<file path="config.mk">
export PLATFORM = sky130hd
export DESIGN_NAME = video_row_address_counter
export DESIGN_NICKNAME = d
export VERILOG_FILES = /design/src/vrac_pkg.sv /design/src/vrac_datapath.sv /design/src/video_row_address_counter.sv
export SDC_FILE = /design/constraint.sdc
export NUM_CORES = 1
export LEC_CHECK = 0
export BUFFER_PORTS_ARGS = -buffer_cell sky130_fd_sc_hd__buf_2
export CAP_MARGIN = 10
export CORE_UTILIZATION = 40
export CTS_CLUSTER_DIAMETER = 120
export DETAILED_ROUTE_END_ITERATION = 12
export PLACE_DENSITY = 0.58
export SLEW_MARGIN = 20
export SYNTH_ARGS = -nofsm -noshare
export SYNTH_HDL_FRONTEND = slang
export SYNTH_SLANG_ARGS = --single-unit
</file>
<file path="constraint.sdc">
create_clock -name i_clk -period 8.75 [get_ports i_clk]
set_clock_uncertainty 0.1 [all_clocks]
set_input_delay 0.875 -clock i_clk [delete_from_list [all_inputs] [get_ports i_clk]]
set_output_delay 0.875 -clock i_clk [all_outputs]
set_load 0.005 [all_outputs]
</file>
<file path="src/vrac_pkg.sv">
// ----------------------------------------------------------------------------
// Video row address counter package
// Shared types, mode tables, divide helpers and the sequencer microprogram.
// ----------------------------------------------------------------------------
package vrac_pkg;

    // Meaning of the input mode field.
    typedef enum logic [1:0] {
        MODE_REG_WRITE  = 2'd0,
        MODE_FIELD_SYNC = 2'd1,
        MODE_HSYNC      = 2'd2,
        MODE_FETCH      = 2'd3
    } t_mode;

    // Datapath operation selected by one control word.
    typedef enum logic [2:0] {
        OP_NONE         = 3'd0,
        OP_REG_WRITE    = 3'd1,
        OP_FIELD_SYNC   = 3'd2,
        OP_LINE_ADVANCE = 3'd3,
        OP_LINE_MASK    = 3'd4,
        OP_FETCH_CHUNK  = 3'd5,
        OP_EMIT         = 3'd6
    } t_op;

    // How the step counter moves after a control word.
    typedef enum logic [2:0] {
        COND_NEXT     = 3'd0,
        COND_JUMP     = 3'd1,
        COND_MORE     = 3'd2,
        COND_DISPATCH = 3'd3,
        COND_OUTPUT   = 3'd4
    } t_cond;

    typedef logic [2:0] t_upc;

    // Microprogram addresses.
    localparam t_upc UA_IDLE  = 3'd0;
    localparam t_upc UA_REGWR = 3'd1;
    localparam t_upc UA_FSYNC = 3'd2;
    localparam t_upc UA_HADV  = 3'd3;
    localparam t_upc UA_HMASK = 3'd4;
    localparam t_upc UA_FETCH = 3'd5;
    localparam t_upc UA_DONE  = 3'd6;

    typedef struct packed {
        t_op   op;
        t_cond cond;
        t_upc  target;
    } t_uop;

    // Control handed from the sequencer to the datapath.
    typedef struct packed {
        t_op  op;
        logic load;
    } t_ctrl;

    // Status returned from the datapath to the sequencer.
    typedef struct packed {
        logic more;
    } t_status;

    // Per graphics mode tables.
    localparam logic [1:0] X_DIV [8] = '{2'd1, 2'd3, 2'd1, 2'd2, 2'd1, 2'd1, 2'd1, 2'd1};
    localparam logic [3:0] Y_DIV [8] = '{4'd12, 4'd1, 4'd3, 4'd1, 4'd2, 4'd1, 4'd1, 4'd1};
    localparam logic [4:0] LINE_ADD [8] =
        '{5'd16, 5'd8, 5'd16, 5'd8, 5'd16, 5'd8, 5'd16, 5'd0};
    localparam logic [15:0] LINE_MASK [8] = '{16'hFFE1, 16'hFFF1, 16'hFFE1, 16'hFFF1,
                                             16'hFFE1, 16'hFFF1, 16'hFFE1, 16'hFFFF};

    // Display base: control bits 3 to 9 placed at address bits 9 to 15.
    function automatic logic [15:0] base_of(input logic [15:0] ctrl);
        return {ctrl[9:3], 9'd0};
    endfunction

    // Next X divide count, wrapped by the divisor of the mode.
    function automatic logic [1:0] x_wrap(input logic [2:0] gmode, input logic [1:0] x);
        logic [2:0] v;
        logic [2:0] r;
        v = {1'b0, x} + 3'd1;
        r = 3'd0;
        case (X_DIV[gmode])
            2'd2:    r = {2'd0, v[0]};
            2'd3:    r = (v >= 3'd3) ? v - 3'd3 : v;
            default: r = 3'd0;
        endcase
        return r[1:0];
    endfunction

    // Next Y divide count, wrapped by the divisor of the mode.
    function automatic logic [3:0] y_wrap(input logic [2:0] gmode, input logic [3:0] y);
        logic [4:0] v;
        v = {1'b0, y} + 5'd1;
        case (Y_DIV[gmode])
            4'd2: v = {4'd0, v[0]};
            4'd3: begin
                for (int i = 0; i < 5; i++) begin
                    if (v >= 5'd3) begin
                        v = v - 5'd3;
                    end
                end
            end
            4'd12: v = (v >= 5'd12) ? v - 5'd12 : v;
            default: v = 5'd0;
        endcase
        return v[3:0];
    endfunction

    // Entry point of the microprogram for each input mode.
    function automatic t_upc entry_of(input t_mode m);
        t_upc e;
        unique case (m)
            MODE_REG_WRITE:  e = UA_REGWR;
            MODE_FIELD_SYNC: e = UA_FSYNC;
            MODE_HSYNC:      e = UA_HADV;
            MODE_FETCH:      e = UA_FETCH;
            default:         e = UA_IDLE;
        endcase
        return e;
    endfunction

    // Microprogram read-only table.
    function automatic t_uop ucode(input t_upc pc);
        t_uop u;
        unique case (pc)
            UA_IDLE:  u = '{op: OP_NONE,         cond: COND_DISPATCH, target: UA_IDLE};
            UA_REGWR: u = '{op: OP_REG_WRITE,    cond: COND_JUMP,     target: UA_DONE};
            UA_FSYNC: u = '{op: OP_FIELD_SYNC,   cond: COND_JUMP,     target: UA_DONE};
            UA_HADV:  u = '{op: OP_LINE_ADVANCE, cond: COND_NEXT,     target: UA_IDLE};
            UA_HMASK: u = '{op: OP_LINE_MASK,    cond: COND_JUMP,     target: UA_DONE};
            UA_FETCH: u = '{op: OP_FETCH_CHUNK,  cond: COND_MORE,     target: UA_FETCH};
            UA_DONE:  u = '{op: OP_EMIT,         cond: COND_OUTPUT,   target: UA_IDLE};
            default:  u = '{op: OP_NONE,         cond: COND_JUMP,     target: UA_IDLE};
        endcase
        return u;
    endfunction

endpackage

</file>
<file path="src/vrac_datapath.sv">
// ----------------------------------------------------------------------------
// Video row address counter datapath
// Control register, row address and divide counters, driven by control words.
// ----------------------------------------------------------------------------
module vrac_datapath (
    input  logic                   i_clk,
    input  logic                   i_rst_n,
    input  vrac_pkg::t_ctrl        i_ctl,
    input  logic [7:0]             i_reg_bit_address,
    input  logic                   i_sync_level,
    input  logic [7:0]             i_fetch_count,
    output vrac_pkg::t_status      o_status,
    output logic [15:0]            o_row_address,
    output logic [15:0]            o_control_bits
);

    logic [15:0] r_ctrl, n_ctrl;
    logic [15:0] r_addr, n_addr;
    logic [1:0]  r_xcnt, n_xcnt;
    logic [3:0]  r_ycnt, n_ycnt;
    logic [7:0]  r_waddr;
    logic        r_level;
    logic [7:0]  r_count, n_count;

    logic [2:0]  gmode;
    logic [4:0]  room;
    logic [4:0]  chunk;
    logic [7:0]  count_rest;
    logic [4:0]  adv_n;
    logic [15:0] sum;
    logic [1:0]  x_nx;
    logic [3:0]  y_nx;
    logic [15:0] adv_addr;
    logic [1:0]  adv_x;
    logic [3:0]  adv_y;
    logic [15:0] bit_sel;

    assign gmode = r_ctrl[2:0];

    // Fetch chunk: up to the next 16-byte boundary or the remaining count.
    assign room       = 5'd16 - {1'b0, r_addr[3:0]};
    assign chunk      = (r_count < {3'd0, room}) ? r_count[4:0] : room;
    assign count_rest = r_count - {3'd0, chunk};

    // Shared advance unit with the boundary rewind of the divide counters.
    assign adv_n = (i_ctl.op == vrac_pkg::OP_FETCH_CHUNK) ? chunk : vrac_pkg::LINE_ADD[gmode];
    assign sum   = r_addr + {11'd0, adv_n};
    assign x_nx  = vrac_pkg::x_wrap(gmode, r_xcnt);
    assign y_nx  = vrac_pkg::y_wrap(gmode, r_ycnt);

    always_comb begin
        adv_addr = sum;
        adv_x    = r_xcnt;
        adv_y    = r_ycnt;
        if (r_addr[4] != sum[4]) begin
            adv_x = x_nx;
            if (x_nx != 2'd0) begin
                adv_addr = sum - 16'h0010;
            end else if (r_addr[5] != sum[5]) begin
                adv_y = y_nx;
                if (y_nx != 4'd0) begin
                    adv_addr = sum - 16'h0020;
                end
            end
        end
    end

    assign bit_sel = 16'd1 << r_waddr[4:1];

    // Next state for the operation of this step.
    always_comb begin
        n_ctrl  = r_ctrl;
        n_addr  = r_addr;
        n_xcnt  = r_xcnt;
        n_ycnt  = r_ycnt;
        n_count = r_count;
        unique case (i_ctl.op)
            vrac_pkg::OP_REG_WRITE: begin
                if (r_waddr[7:5] == 3'd0) begin
                    n_ctrl = r_waddr[0] ? (r_ctrl | bit_sel) : (r_ctrl & ~bit_sel);
                end
            end
            vrac_pkg::OP_FIELD_SYNC: begin
                if (r_level) begin
                    n_addr = vrac_pkg::base_of(r_ctrl);
                    n_xcnt = 2'd0;
                    n_ycnt = 4'd0;
                end
            end
            vrac_pkg::OP_LINE_ADVANCE: begin
                if (!r_level) begin
                    n_addr = adv_addr;
                    n_xcnt = adv_x;
                    n_ycnt = adv_y;
                end
            end
            vrac_pkg::OP_LINE_MASK: begin
                if (!r_level) begin
                    n_addr = r_addr & vrac_pkg::LINE_MASK[gmode];
                end
            end
            vrac_pkg::OP_FETCH_CHUNK: begin
                n_addr  = adv_addr;
                n_xcnt  = adv_x;
                n_ycnt  = adv_y;
                n_count = count_rest;
            end
            default: begin
            end
        endcase
    end

    // Architectural state.
    always_ff @(posedge i_clk) begin
        if (!i_rst_n) begin
            r_ctrl <= 16'd0;
            r_addr <= 16'd0;
            r_xcnt <= 2'd0;
            r_ycnt <= 4'd0;
        end else begin
            r_ctrl <= n_ctrl;
            r_addr <= n_addr;
            r_xcnt <= n_xcnt;
            r_ycnt <= n_ycnt;
        end
    end

    // Operands of the item in work, captured on the input transfer.
    always_ff @(posedge i_clk) begin
        if (i_ctl.load) begin
            r_waddr <= i_reg_bit_address;
            r_level <= i_sync_level;
            r_count <= i_fetch_count;
        end else begin
            r_count <= n_count;
        end
    end

    assign o_status.more  = (count_rest != 8'd0);
    assign o_row_address  = r_addr;
    assign o_control_bits = r_ctrl;

endmodule

</file>
<file path="src/video_row_address_counter.sv">
// ----------------------------------------------------------------------------
// Video row address counter
// Microcoded sequencer over the address datapath, with a registered output.
// ----------------------------------------------------------------------------
// One item is worked at a time. A register write or a field sync runs its own
// step and then the emit step, a horizontal sync runs the line advance, line
// mask and emit steps, and a byte fetch runs one chunk step per 16-byte chunk
// (at least one), so up to seventeen chunk steps for a count of 255, then the
// emit step. The chunk loop of the microprogram, which runs the single shared
// advance unit once per step, sets the fetch time. A new item is taken as soon
// as the sequencer is back at its idle step, even while the last result waits
// in the output register; the emit step holds until that register is free.
module video_row_address_counter (
    input  logic        i_clk,
    input  logic        i_rst_n,
    input  logic        i_in_valid,
    output logic        o_in_stall,
    input  logic [1:0]  i_mode,
    input  logic [7:0]  i_reg_bit_address,
    input  logic        i_sync_level,
    input  logic [7:0]  i_fetch_count,
    output logic        o_out_valid,
    input  logic        i_out_stall,
    output logic [15:0] o_row_address,
    output logic [15:0] o_display_base,
    output logic [2:0]  o_video_mode,
    output logic [15:0] o_control_register
);

    vrac_pkg::t_upc    r_upc, n_upc;
    vrac_pkg::t_uop    uop;
    vrac_pkg::t_ctrl   ctl;
    vrac_pkg::t_status status;
    logic              in_accept;
    logic              out_free;
    logic              emit;
    logic [15:0]       row_address;
    logic [15:0]       control_bits;

    logic              r_out_valid;
    logic [15:0]       r_row_address;
    logic [15:0]       r_control;

    // Control word of the current step.
    assign uop        = vrac_pkg::ucode(r_upc);
    assign o_in_stall = (r_upc != vrac_pkg::UA_IDLE);
    assign in_accept  = i_in_valid && !o_in_stall;
    assign out_free   = !r_out_valid || !i_out_stall;
    assign emit       = (uop.op == vrac_pkg::OP_EMIT) && out_free;

    assign ctl.op   = uop.op;
    assign ctl.load = in_accept;

    // Step counter sequencing.
    always_comb begin
        unique case (uop.cond)
            vrac_pkg::COND_NEXT:     n_upc = 3'(r_upc + 3'd1);
            vrac_pkg::COND_JUMP:     n_upc = uop.target;
            vrac_pkg::COND_MORE:     n_upc = status.more ? uop.target : 3'(r_upc + 3'd1);
            vrac_pkg::COND_DISPATCH: n_upc = in_accept ?
                                             vrac_pkg::entry_of(vrac_pkg::t_mode'(i_mode)) :
                                             r_upc;
            vrac_pkg::COND_OUTPUT:   n_upc = out_free ? uop.target : r_upc;
            default:                 n_upc = vrac_pkg::UA_IDLE;
        endcase
    end

    always_ff @(posedge i_clk) begin
        if (!i_rst_n) begin
            r_upc <= vrac_pkg::UA_IDLE;
        end else begin
            r_upc <= n_upc;
        end
    end

    vrac_datapath u_datapath (
        .i_clk             (i_clk),
        .i_rst_n           (i_rst_n),
        .i_ctl             (ctl),
        .i_reg_bit_address (i_reg_bit_address),
        .i_sync_level      (i_sync_level),
        .i_fetch_count     (i_fetch_count),
        .o_status          (status),
        .o_row_address     (row_address),
        .o_control_bits    (control_bits)
    );

    // Output register: filled by the emit step, emptied by an output transfer.
    always_ff @(posedge i_clk) begin
        if (!i_rst_n) begin
            r_out_valid <= 1'b0;
        end else if (emit) begin
            r_out_valid <= 1'b1;
        end else if (!i_out_stall) begin
            r_out_valid <= 1'b0;
        end
    end

    always_ff @(posedge i_clk) begin
        if (emit) begin
            r_row_address <= row_address;
            r_control     <= control_bits;
        end
    end

    assign o_out_valid        = r_out_valid;
    assign o_row_address      = r_row_address;
    assign o_display_base     = vrac_pkg::base_of(r_control);
    assign o_video_mode       = r_control[2:0];
    assign o_control_register = r_control;

endmodule

</file>
# ---- Word-level counts from Yosys, hierarchy flattened
# Memories as Yosys holds them, arrays and structs flattened.
# Index checks and enable logic that the tools add are counted.
dict set report totals {
  register_bits 91
  mem_bits_ro 216
  output_inout_bits 53
  n_memories 4
}
dict set report op_classes {
  add_sub_neg 15
  order_cmp 9
  n_eq_ne 32
  n_shift 1
  mux 52
  n_bitwise 5
  reduce_logical 21
}
# memory depth width rd rd_ports_with_merged_regs wr line
set memory_table {}
lappend memory_table {{(name not given)} 8 16 1 0 0 vrac_datapath.sv:99} ;# n_addr = r_addr & vrac_pkg::LINE_MASK[gmode];
lappend memory_table {{(name not given)} 8 5 1 0 0 vrac_datapath.sv:46} ;# assign adv_n = (i_ctl.op == vrac_pkg::OP_FETCH_CHUNK) ? chunk : vrac_pkg::LINE_ADD[gmode];
lappend memory_table {{(name not given)} 8 4 1 0 0 vrac_pkg.sv:94} ;# case (Y_DIV[gmode])
lappend memory_table {{(name not given)} 8 2 1 0 0 vrac_pkg.sv:82} ;# case (X_DIV[gmode])
# op count
set op_table {}
lappend op_table {{two-way mux 16 bit} 10}
lappend op_table {{case mux 16 bit (4 select lines)} 1}
lappend op_table {{case mux 9 bit (7 select lines)} 1}
lappend op_table {{two-way mux 5 bit} 12}
lappend op_table {{two-way mux 4 bit} 9}
lappend op_table {{bitwise AND 16 bit} 2}
lappend op_table {{>= comparator 5 x 2 -> 1 bit, second input constant} 5}
lappend op_table {{case mux 4 bit (3 select lines)} 2}
lappend op_table {{equality test 3 bit, second input constant} 7}
lappend op_table {{subtractor 5 x 2 -> 5 bit, second input constant} 4}
lappend op_table {{equality test 3 x 2 -> 1 bit, second input constant} 6}
lappend op_table {{adder 16 x 5 -> 16 bit} 1}
lappend op_table {{two-way mux 8 bit} 2}
lappend op_table {{NOT 16 bit} 1}
lappend op_table {{bitwise OR 16 bit} 1}
lappend op_table {{<< shifter 1 x 4 -> 16 bit, first input constant} 1}
lappend op_table {{subtractor 16 x 5 -> 16 bit, second input constant} 1}
lappend op_table {{subtractor 16 x 6 -> 16 bit, second input constant} 1}
lappend op_table {{case mux 3 bit (5 select lines)} 1}
lappend op_table {{two-way mux 2 bit} 6}
lappend op_table {{case mux 3 bit (4 select lines)} 1}
lappend op_table {{equality test 3 x 1 -> 1 bit, second input constant} 3}
lappend op_table {{logical NOT 3 bit} 3}
lappend op_table {{two-way mux 3 bit} 3}
lappend op_table {{other kinds (34)} 51}

# ---- Logic depth before layout (Yosys ltp)
dict set report logic_depth {
  word_depth 25
  ltp_mapped 35
  depth_no_buf 33
}

# ---- By module
# Synthesis repeated with hierarchy kept, for this count alone.
dict set report unflattened {
  hier_cells 762
  hier_area_um2 6827.8
}
# mod instances cells_per_inst area_per_inst_um2
set by_module_without_submodules {}
lappend by_module_without_submodules {vrac_datapath 1 628 5087.4}
lappend by_module_without_submodules {video_row_address_counter 1 134 1740.4}

# ---- Worst setup path after synthesis
# Ideal clock, no wire load.
dict set report synth_timing {
  kind {reg2reg}
  start {register u_datapath.r_ycnt[0]}
  end {register u_datapath.r_addr[14], in the netlist u_datapath.o_row_address[14]}
  setup_time_ns 0.096
  t_arrival_ns 7.840
  slack_ns 0.714
  stages_incl_launch_ff 34
  n_path_buf 2
  period_less_slack_ns 8.036
  cell_sequence {dfxtp_1 > buf_2 > inv_1 > ha_1 > o21bai_1 > a211oi_4 > a21boi_4 > xnor2_1 > inv_2 > ha_1 > nand2b_1 > o22ai_1 > nand3_1 > a21oi_1 > o221ai_1 > ha_1 > or2_2 > o32a_1 > a21o_1 > nand3_1 > nand2_1 > ha_1 > clkbuf_1 > or4_1 > and2_1 > ha_1 > nor2b_1 > a222oi_1 > nand3_1 > a311o_1 > nor4_4 > o21ai_0 > mux2i_1 > nor4b_1}
}
dict set report synth_between {
  elab_chain_cells 23
  word_cells_on_any_way 31
  cone_classes {add/sub: 7; order compare: 6; mux: 17; reduce/logical: 1}
}
# element line
set synth_lines {}
lappend synth_lines {{from (decl)} vrac_datapath.sv:20} ;# logic [3:0] r_ycnt, n_ycnt;
lappend synth_lines {{from (signal assigned)} vrac_datapath.sv:124} ;# r_ycnt <= n_ycnt;
lappend synth_lines {{adder 4 x 1 -> 5 bit *} vrac_pkg.sv:93} ;# v = {1'b0, y} + 5'd1;
lappend synth_lines {{subtractor 5 x 2 -> 5 bit / >= comparator 5 x 2 -> 1 bit (equally long branches)} {vrac_pkg.sv:99, vrac_pkg.sv:98}}
lappend synth_lines {{two-way mux 5 bit} vrac_pkg.sv:98} ;# if (v >= 5'd3) begin
lappend synth_lines {{two-way mux 5 bit} vrac_pkg.sv:94}
lappend synth_lines {{subtractor 5 x 2 -> 5 bit / >= comparator 5 x 2 -> 1 bit (equally long branches)} {vrac_pkg.sv:99, vrac_pkg.sv:98}}
lappend synth_lines {{two-way mux 5 bit} vrac_pkg.sv:98}
lappend synth_lines {{two-way mux 5 bit} vrac_pkg.sv:94}
lappend synth_lines {{subtractor 5 x 2 -> 5 bit / >= comparator 5 x 2 -> 1 bit (equally long branches)} {vrac_pkg.sv:99, vrac_pkg.sv:98}}
lappend synth_lines {{[7 not listed]} -}
lappend synth_lines {{case mux 4 bit (3 select lines) *} vrac_pkg.sv:94}
lappend synth_lines {{nonzero test 4 bit *} vrac_datapath.sv:61} ;# if (y_nx != 4'd0) begin
lappend synth_lines {{two-way mux 16 bit *} vrac_datapath.sv:61}
lappend synth_lines {{two-way mux 16 bit *} vrac_datapath.sv:59} ;# end else if (r_addr[5] != sum[5]) begin
lappend synth_lines {{two-way mux 16 bit *} vrac_datapath.sv:57} ;# if (x_nx != 2'd0) begin
lappend synth_lines {{two-way mux 16 bit *} vrac_datapath.sv:55} ;# if (r_addr[4] != sum[4]) begin
lappend synth_lines {{two-way mux 16 bit} vrac_datapath.sv:91} ;# if (!r_level) begin
lappend synth_lines {{case mux 16 bit (4 select lines) *} vrac_datapath.sv:77} ;# unique case (i_ctl.op)
lappend synth_lines {{to (signal assigned)} vrac_datapath.sv:122} ;# r_addr <= n_addr;
lappend synth_lines {{to (decl)} vrac_datapath.sv:18} ;# logic [15:0] r_addr, n_addr;
# Mark *: on every way between the ends. The rest lies on a longest branch, timed or not. The select of a mux whose other input is x is not followed.
# A chain may end at the register's enable or synchronous reset.

# ---- Worst setup path in the final report
dict set report layout_timing {
  start {register u_datapath.r_ycnt[0]}
  end {register u_datapath.r_addr[7], in the netlist u_datapath.o_row_address[7]}
}
# The elaborated chain is that of the path after synthesis.

==> impl_metrics.tcl <==
set metrics [dict create \
    status "completed" \
    slowest_delay_ns 0.56 \
    drc 0 \
    drive_above_1_share_pct 16.6 \
    cp.arrival_ns 8.20 \
    insertion_delay_ns 0.35 \
    synth_area_sq_um 6790 \
    synth_seq_cells 91 \
    power.density_nw_per_um2 220 \
    worstRegToRegCells 31 \
    ys_types 86 \
    crit_fanout 10 \
    numCtsBuffers 9 \
    reg2reg_setup_slack_ns 0.68 \
    worst_slew_pin_slew_ns 0.849 \
    dieArea_sq_um 17500 \
    grt_pass1_wl_mm 28.2 \
    first_pass_iters 6 \
    relSlewSlack_pct 43.0 \
    grt_max_degree 46 \
    finalCritPeriodShare_pct 92.2 \
    postRouteWirelength_mm 17.3 \
    synth_top_flop_cell "edfxtp_1" \
    synth_top_area_share_pct 21.7 \
    synth.top_cells.by_area "edfxtp_1 (22%), dfxtp_1 (12%), ha_1 (6.8%), nand2_1 (4.8%), nor2_1 (3.0%)" \
    cp-end-kind "flop" \
    fin_tns_setup_ns 0 \
    worst_ep_required_time_ns 8.88 \
    area_growth_pct 12.9 \
    crit_end "u_datapath.o_row_address[7]$_SDFFE_PN0P_" \
    drt_iter0_markers 399 \
    syn_avg_cell_area_sq_um 8.70 \
    layout_commonest_cell "nand2_1" \
    crit_start "u_datapath.r_ycnt[0]$_SDFFE_PN0P_" \
    cts_tree "done" \
    crit_family "compound AO/OA/AOI/OAI gates" \
    hold_viol_final 0 \
    p_total_w 0.00169 \
    yosys_warnings 0 \
    rows 47 \
    min_path_type "flop to flop" \
    synth_cells 780 \
    core_sq_um 16600 \
    dp_slack_ns 0.605 \
    routedWlPerCell_um 16.3 \
    antenna_found_initial 0 \
    drv_cap 0 \
    synth_edf_count 49 \
    worst_path_most_repeated_cell "ha_1" \
    post_cts_buffers 0 \
    layout_common_cells "nand2_1 (87), buf_2 (66), nor2_1 (55), edfxtp_1 (49), dfxtp_1 (42)" \
    cp.depth 31 \
    vias 6018 \
    synthArstFlopShare_pct 0 \
    grt.total_usage_pct 20.0 \
    rr_startpoint "u_datapath.r_ycnt[0]$_SDFFE_PN0P_" \
    cts.clk_slew.worst_paths_ns 0.07 \
    clk_path_buf_depth 2 \
    setup_viol 0 \
    antenna_left 0 \
    synth_top_cell_by_area "edfxtp_1" \
    setup_ws_ns 0.682 \
    dieWidth_um 132 \
    num-fill-cells 1633 \
    grt_overflow 0 \
    first_global_vias 5669 \
    dp_hpwl_mm 12.8 \
    yosysSeqAreaShare_pct 34.1 \
    ios 76 \
    portBuffers 66 \
    rsz0062_at_grt "false" \
    finalMaxSlewViolations 0 \
    path_class "flop to flop" \
    period_minus_slack_ns 8.07 \
    routed_via_density 5.67 \
    clock-sinks 91 \
    die_h_um 132 \
    htree_num_levels 3 \
    clk_root_buffer_cell "clkbuf_16" \
    initial_core_util_pct 40.9 \
    nets 899 \
    diodes 0 \
    r2r-end "u_datapath.o_row_address[7]$_SDFFE_PN0P_" \
    cp_num_buf_inv 2 \
    timing.fmax_mhz 124 \
    p_leak_nw 3.00 \
    ir_drop_mv 0.138 \
    crit_slowest_cell "or4_1" \
    routabilityCongestion 0.904 \
    crit_path_start_kind "flop" \
]
## metrics by stage
step	utilization, %	hold slack (ns)	area, sq um	std cells
2_1_floorplan	-	0.302	6820	788
3_3_place_gp	44.3	0.320	7350	1046
3_5_place_dp	44.3	0.313	7350	1046
4_1_cts	46.2	0.334	7660	1062
5_1_grt	46.2	0.346	7670	1062
6_report	46.2	0.330	7670	1062
## power breakdown
| part | internal, W | switching, W |
|---|---|---|
| Sequential | 0.000535 | 0.0000670 |
| Combinational | 0.000289 | 0.000396 |
| Clock | 0.000223 | 0.000177 |
## synthesized netlist by cell type, types with 20 or more instances
library cell	number
ha_1	37
a21boi_0	20
edfxtp_1	49
buf_4	21
nor2b_1	24
nand3_1	34
xnor2_1	23
nor2_1	55
nand2_1	87
o21ai_0	30
clkbuf_1	27
a21oi_1	31
inv_1	27
dfxtp_1	42
nor3_1	24
## per-layer routing
layer	global-route usage (%)	part of all wire (%)	vias up
li1	-	-	2988
met1	27.7	49	2828
met2	31.6	45	176
met3	2.77	4.2	26
met4	7.41	1.8	0
met5	0	0	-
## cell type report
cell class	count	area, sq um	area share, %
clock buffers	9	225	2.94
clock inverters	7	76.3	0.996
inverters	29	109	1.42
multi-input cells	613	4140	53.9
flip-flops and latches	91	2310	30.2
well taps	220	275	3.59
repair buffers	93	533	6.95
## timing repair
item,CTS,global route
hold buffers,0,0
endpoints found under the setup margin,0,8
resized for setup,0,1
## logic make-up after synthesis
family / count (synthesis) / share of synthesized area (%)
AO/OA/AOI/OAI: 204 / 21.9
XOR/XNOR: 39 / 5.14
adder cells (fa/ha/maj): 39 / 7.41
buffers and inverters: 84 / 5.88
flip-flops: 91 / 34.1
multiplexers: 21 / 3.21
other: 1 / 0.0552
AND/OR/NAND/NOR: 301 / 22.3
## worst min-delay path by stage
stage / slack (ns) / cells after the start / endpoint / start
6_report: 0.33 / 0 / o_control_register[14]$_DFFE_PP_ / flop
5_1_grt: 0.35 / 0 / o_control_register[12]$_DFFE_PP_ / flop
4_1_cts: 0.33 / 0 / o_control_register[12]$_DFFE_PP_ / flop
3_5_place_dp: 0.31 / 0 / o_control_register[10]$_DFFE_PP_ / flop
3_3_place_gp: 0.32 / 0 / o_control_register[14]$_DFFE_PP_ / flop
2_1_floorplan: 0.30 / 0 / o_control_register[11]$_DFFE_PP_ / flop
(Power assumes the default switching activity.)
